`config.mk`:
```
export PLATFORM = sky130hd
export DESIGN_NAME = hsl_div
export DESIGN_NICKNAME = d
export VERILOG_FILES = /design/src/hsl_div.sv
export SDC_FILE = /design/constraint.sdc
export NUM_CORES = 1
export LEC_CHECK = 0
export ABC_CLOCK_PERIOD_IN_PS = 3900
export BUFFER_PORTS_ARGS = -buffer_cell sky130_fd_sc_hd__buf_2
export CAP_MARGIN = 40
export CORE_ASPECT_RATIO = 1.5
export CORE_UTILIZATION = 40
export DETAILED_ROUTE_END_ITERATION = 16
export SLEW_MARGIN = 5
export SYNTH_ARGS = -nofsm -noshare
export SYNTH_HDL_FRONTEND = slang
export SYNTH_SLANG_ARGS = --single-unit
```
`constraint.sdc`:
```
create_clock -name clk -period 3.9 [get_ports clk]
set_input_delay 0 -clock clk [delete_from_list [all_inputs] [get_ports clk]]
set_output_delay 0 -clock clk [all_outputs]
set_load 0.05 [all_outputs]
```
`src/hsl_div.sv`:
```
module hsl_div #(
  parameter int QB = 17,
  parameter int DB = 12
) (
  input  logic               clk,
  input  logic               en,
  input  logic [DB+QB-1:0]   x,
  input  logic [DB-1:0]      y,
  output logic [QB-1:0]      quo
);

  localparam int RW = DB + QB;

  // one quotient bit per stage, msb first
  logic [RW-1:0] rem_r [QB];
  logic [QB-1:0] quo_r [QB];
  logic [DB-1:0] y_r   [QB-1];

  logic [RW-1:0] rin_w [QB];
  logic [QB-1:0] qin_w [QB];
  logic [DB-1:0] yin_w [QB];

  for (genvar j = 0; j < QB; j++) begin : g_stage
    localparam int K = QB - 1 - j;
    logic [RW-1:0] ysh;
    logic          ge;

    if (j == 0) begin : g_first
      assign rin_w[j] = x;
      assign qin_w[j] = '0;
      assign yin_w[j] = y;
    end else begin : g_rest
      assign rin_w[j] = rem_r[j-1];
      assign qin_w[j] = quo_r[j-1];
      assign yin_w[j] = y_r[j-1];
    end

    assign ysh = RW'(yin_w[j]) << K;
    assign ge  = (rin_w[j] >= ysh);

    always_ff @(posedge clk) begin
      if (en) begin
        rem_r[j] <= ge ? (rin_w[j] - ysh) : rin_w[j];
        quo_r[j] <= qin_w[j] | (ge ? (QB'(1) << K) : '0);
      end
    end

    if (j < QB - 1) begin : g_ypipe
      always_ff @(posedge clk) begin
        if (en) begin
          y_r[j] <= yin_w[j];
        end
      end
    end
  end

  assign quo = quo_r[QB-1];

endmodule

```
==> metrics.cfg, run 1 <==
[sta]
fin_crit_sh_pct=90.1
tightest_slew_ps=886
setup_viol=0
fmax_ghz=0.284
slew_viol_final=0
clock_skew_ps=25.8
hold_viol=0
rsz0062_at_grt=no
fin_setup_tns_ps=0
slew_headroom_pct=40.9
min_period_ps=3520

[yosys]
synth_xor_area_share_pct=5.76
syn_inst=3030
ys_seq_area_share_pct=62.4
ys_warn_count=0
ys_seq_elements=809
yosys.area_share.simple_pct=10.6
syn_avg_cell_area_um2=12.8
synthAdderAreaFrac_pct=7.38
yosysTopAreaCell=edfxtp_1
synthesis.area_mm2=0.0389
synth_top_family_by_area=simple AND/OR/NAND/NOR gates
synth_area_leaders=edfxtp_1 62%, ha_1 6.6%, xor2_1 2.9%, xnor2_1 2.8%, inv_1 2.6%
synth_ff_type=edfxtp_1
synth-edff-count=809
synth_most_common_cell=edfxtp_1
synthMuxAreaShare_pct=1.55
ys_async_sr_fraction_pct=0
ys_types=86
synth-compound-area-share_pct=9.26
synthesis.nets=3293
synthTopCellsByCount=809 x edfxtp_1, 265 x inv_1, 204 x ha_1, 203 x nor2_1, 176 x a21oi_1
synth_top_area_share_pct=62.4

[routing]
vias=23400
ant_nets=0
dr.pass1.iters=5
routed_wl_mm=75.9
drc_errors=0
first_iter_violations=988
wl_per_cell_um=16.6
vias_per_cell=5.12

[grt]
antenna_found_initial=0
grt.overflow.total=0
grt_max_degree=109
grt_pass1_vias=24700
grt_usage_pct=15.4
grt_pass1_wl_mm=120

[clock_tree]
cts-root-buf=clkbuf_16
post_cts_resized=0
path_clk_slew_ps=60
holdBufCountCts=43
cts_made_buffers=83
cts_tree=done
cts_buffer_depth=3
post_cts_buffers=0
clkSinkCount=809
clock_latency_ps=650
h-tree-depth=3

[place]
place_congestion=0.855
portBuffers=59
dpl.cell_count=4371
hpwl_mm=56.7

[floorplan]
num_io_pins=60
start_util_pct=40.5
die_h_um=384
dieArea_mm2=0.0986
core_area_mm2=0.0960
die_w_um=257
rows=139

[setup_path]
cp.required_ps=4260
startpoint_type=flop
setup.worst_path.end_class=flop
crit_buf_inv=0
crit_chain=ha_1 > fa_1 > nor2b_1 > o31a_1 > o211ai_1 > o21ai_0 > nand2_1 > and2_1 > nor4_1 > xor2_1
arrival_ps=3880
worstPathMaxFanout=26
critPathTopFamily=simple AND/OR/NAND/NOR gates
slowest_delay_ps=460
slowest_stage=and2_1
crit_type=reg2reg

[cells_and_area]
final_cells=4565
drive_above_1_share_pct=9.10
final_nets=3493
syn_to_final_growth_pct=13.4
num_antenna_cells=0

[run_status]
status=complete, no violations

[power]
leakage_nw=16.4
power_mw=27.8
power_density_mw_per_mm2=631
peakVddDrop_uv=366

[worst_hold_path]
min_path_type=in2reg

[run]
drv_cap=0

==> sequential cells by signal (all words and copies together), names as in the netlist <==
register and cells:
rem_r 464, y_r 192, quo_r 153
==> layer usage <==
metal,wire length [um],GRT usage (%),vias to the layer above
li1,-,-,11600
met1,21700,10.8,11100
met2,47800,35.2,367
met3,1930,2.08,230
met4,4460,9.70,0
met5,0,0,-
==> metrics by stage <==
step                      hold slack (ps)  util [%]  setup WS (ps)  cell area [um2]
after CTS                            31.5      46.0            348            44100
after global placement                188      42.8            286            41100
after global routing                 60.4      46.0           55.9            44100
after floorplan                      98.9         -            892            38900
after detailed placement              188      42.8            378            41100
final                                75.0      46.0            385            44100
==> power breakdown <==
| part | total (mW) | switching [mW] | internal (mW) |
|---|---|---|---|
| Sequential | 12.6 | 0.960 | 11.7 |
| Combinational | 7.58 | 4.18 | 3.40 |
| Clock | 7.63 | 3.29 | 4.34 |
| Total | 27.8 | 8.44 | 19.4 |
==> cells by family (layout without fill, tap and decap cells) <==
kind of cell | Yosys count | count (layout)
fa+ha+maj | 220 | 220
simple gates | 809 | 809
buf+inv | 307 | 573
flops | 809 | 809
compound gates | 576 | 576
xor+xnor | 256 | 256
mux | 53 | 53
==> placed cells by master, fill, tap and decap left out, types with 9 or more instances in the layout <==
cell type / synthesis / routed
edfxtp_1: 809 / 809
o21bai_1: 12 / 12
xor2_1: 130 / 130
a211oi_1: 15 / 15
nor3_1: 84 / 84
fa_1: 16 / 16
o21ai_0: 150 / 150
nor2_1: 203 / 203
a31oi_1: 21 / 21
clkinv_2: 0 / 9
dlygate4sd3_1: 0 / 43
nand2_1: 171 / 171
a21oi_1: 176 / 176
or4_1: 16 / 16
nand2b_1: 49 / 49
clkbuf_1: 31 / 28
nand3b_1: 11 / 11
nor2b_1: 42 / 42
clkbuf_16: 0 / 84
o211ai_1: 12 / 12
xnor2_1: 126 / 126
nor4_1: 65 / 65
a21o_1: 42 / 42
nand4b_1: 12 / 12
nand3_1: 42 / 42
ha_1: 204 / 204
nor4b_1: 17 / 16
buf_4: 0 / 43
nand4_1: 31 / 31
o21a_1: 47 / 47
and2_1: 14 / 14
clkinv_1: 1 / 18
o31ai_1: 14 / 14
mux2_2: 49 / 49
buf_2: 5 / 60
or3_1: 16 / 16
o31a_1: 19 / 19
or2_2: 10 / 10
inv_1: 265 / 265
==> layout make-up <==
class                           instances  area, um2
Fill cell                            8653      51900
Sequential cell                       809      24300
Multi-Input combinational cell       1914      13500
Clock buffer                          112       2210
Tap cell                             1269       1590
Timing Repair Buffer                  154       1190
Inverter                              268       1010
Clock inverter                         39        389
==> worst paths after layout <==
path / start / endpoint / slack [ps] / cells past startpoint
max: y_r[4][0]$_DFFE_PP_ / rem_r[0][169]$_DFFE_PP_ / 380 / 10
min: y[4] / y_r[0][4]$_DFFE_PP_ / 80 / 2
max reg2reg: y_r[4][0]$_DFFE_PP_ / rem_r[0][169]$_DFFE_PP_ / 380 / 10
min reg2reg: quo_r[8][10]$_DFFE_PP_ / quo_r[9][10]$_DFFE_PP_ / 410 / 0
Note: power is estimated with default switching activity, not from simulation.
==> run 2, diff against run 1 <==
Settings changed: CORE_UTILIZATION 40 to 50, PLACE_DENSITY set to 0.66.
==> metrics.cfg, run 2 (synthesis results as in run 1) <==
[power]
leakage_nw=16.4  ; about the same
peakVddDrop_uv=401  ; was 366 uV
power_density_mw_per_mm2=643  ; was 631 mW/mm2

[routing]
routed_wl_mm=84.1  ; was 75.9 mm
vias=24000  ; was 23,400
dr.pass1.iters=5  ; unchanged
vias_per_cell=5.59  ; was 5.12
ant_nets=0  ; unchanged
drc_errors=0  ; unchanged
first_iter_violations=1431  ; was 988
wl_per_cell_um=19.6  ; was 16.6 um

[grt]
grt_pass1_wl_mm=131  ; was 120 mm
grt.overflow.total=0  ; unchanged
grt_max_degree=107  ; was 109
grt_pass1_vias=25400  ; was 24,700
grt_usage_pct=21.6  ; was 15.4%
antenna_found_initial=1  ; was 0

[clock_tree]
h-tree-depth=3  ; unchanged
cts-root-buf=clkbuf_16  ; unchanged
post_cts_resized=0  ; unchanged
cts_buffer_depth=3  ; unchanged
cts_tree=done  ; unchanged
clkSinkCount=809  ; unchanged
path_clk_slew_ps=60  ; about the same
holdBufCountCts=43  ; unchanged
cts_made_buffers=79  ; was 83
clock_latency_ps=650  ; about the same
post_cts_buffers=0  ; unchanged

[cells_and_area]
reg.largest.list=rem_r: 464 flops, y_r: 192 flops, quo_r: 153 flops  ; unchanged
drive_above_1_share_pct=9.16  ; was 9.10%
syn_to_final_growth_pct=12.6  ; was 13.4%
final_cells=4294  ; was 4,565
largest_reg_flops=464  ; unchanged
regMostFlops=rem_r  ; unchanged
layout_commonest_cell=edfxtp_1  ; unchanged
mostFrequentLayoutCells=809 x edfxtp_1, 265 x inv_1, 204 x ha_1, 203 x nor2_1, 176 x a21oi_1  ; unchanged
final_nets=3488  ; was 3,493
num_antenna_cells=0  ; unchanged

[sta]
setup_viol=0  ; unchanged
setup_ws_ps=353  ; was 385 ps
fin_setup_tns_ps=0  ; unchanged
tightest_slew_ps=1010  ; was 886 ps
fin_crit_sh_pct=91.0  ; was 90.1%
hold_viol=0  ; unchanged
slew_headroom_pct=32.8  ; was 40.9%
slew_viol_final=0  ; unchanged
min_period_ps=3550  ; was 3520 ps
fmax_ghz=0.282  ; was 0.284 GHz
rsz0062_at_grt=no  ; unchanged
clock_skew_ps=48.0  ; was 25.8 ps

[floorplan]
start_util_pct=50.8  ; was 40.5%
die_h_um=344  ; was 384 um
dieArea_mm2=0.0790  ; was 0.0986 mm2
rows=124  ; was 139
core_area_mm2=0.0766  ; was 0.0960 mm2
die_w_um=230  ; was 257 um
num_io_pins=60  ; unchanged

[setup_path]
crit_chain=ha_1 > fa_1 > nor2b_1 > o31a_1 > o211ai_1 > o21ai_0 > nand2_1 > and2_1 > nor4b_1 > xor2_1  ; was ha_1 > fa_1 > nor2b_1 > o31a_1 > o211ai_1 > o21ai_0 > nand2_1 > and2_1 > nor4_1 > xor2_1
arrival_ps=4000  ; was 3880 ps
worstPathMaxFanout=26  ; unchanged
cp.required_ps=4350  ; was 4260 ps
crit_type=reg2reg  ; unchanged
slowest_stage=nor4b_1  ; was and2_1
slowest_delay_ps=460  ; about the same
critPathLaunch=y_r[4][0]$_DFFE_PP_  ; unchanged
reg2reg_from=y_r[4][0]$_DFFE_PP_  ; unchanged
startpoint_type=flop  ; unchanged
setup.worst_path.end_class=flop  ; unchanged

[worst_hold_path]
min_path_type=in2reg  ; unchanged
hp-start=x[6]  ; was y[4]

[place]
portBuffers=59  ; unchanged
hpwl_mm=63.1  ; was 56.7 mm
place_congestion=0.891  ; was 0.855
dpl.cell_count=4109  ; was 4,371
post-place-ws_ps=404  ; was 378 ps

[run]
drv_cap=0  ; unchanged

[run_status]
status=complete, no violations  ; unchanged

-- run 2: cell count changes in the layout (fill, tap and decap cells not counted), sizes merged --
cell,change
clkbuf,-18
buf,-2
inv,-3
clkinvlp,+4
clkdlybuf4s15,+1
bufinv,+4
clkinv,+4
-- run 2: per-stage QoR --
step / total power [mW] / instance area [um2] / util [%] / hold slack (ps)
2_1_floorplan: 18.2 / 38900 / - / 98.9
3_3_place_gp: 20.3 / 40800 / 53.2 / 191
4_1_cts: 28.4 / 43800 / 57.2 / 33.6
6_report: 28.2 / 43800 / 57.2 / 75.3
3_5_place_dp: 20.6 / 40800 / 53.2 / 195
5_1_grt: 29.7 / 43800 / 57.2 / 56.8
-- run 2: layer usage --
metal	vias to the layer above	part of all wire (%)	GRT usage, %
met5	-	0	0
met4	0	5.9	13.3
met3	225	2.8	2.76
met2	479	60	45.8
met1	11700	32	18.0
li1	11600	-	-
-- run 2: power breakdown --
part           internal (mW)  switching (mW)  total (mW)
clock                   4.36            3.29        7.65
combinational           3.38            4.38        7.77
sequential              11.7            1.10        12.8
total                   19.4            8.77        28.2
-- run 2: worst max-delay path, delay by kind of cell, from the launching register on --
family / cells / cell delay [ps]
AOI/OAI and AO/OA: 3 / 750
xor gates and xnor gates: 1 / 330
adders and majority gates: 2 / 660
DFF: 1 / 390
and+or+nand+nor: 4 / 1220
-- run 2: final cells by class --
class,instances,area (um2)
inverter,268,1010
tap,1008,1260
fill,6087,32800
multi-input combinational,1914,13500
sequential,809,24300
clock buffer,94,2030
clock inverter,48,563
timing repair buffer,153,1220
-- run 2: worst paths after layout --
| path | end | depth (start not counted) | slack, ps |
|---|---|---|---|
| setup / recovery | rem_r[0][173]$_DFFE_PP_ | 10 | 350 |
| hold / removal | rem_r[0][6]$_DFFE_PP_ | 2 | 80 |
| setup reg to reg | rem_r[0][173]$_DFFE_PP_ | 10 | 350 |
| hold reg to reg | quo_r[11][10]$_DFFE_PP_ | 0 | 390 |
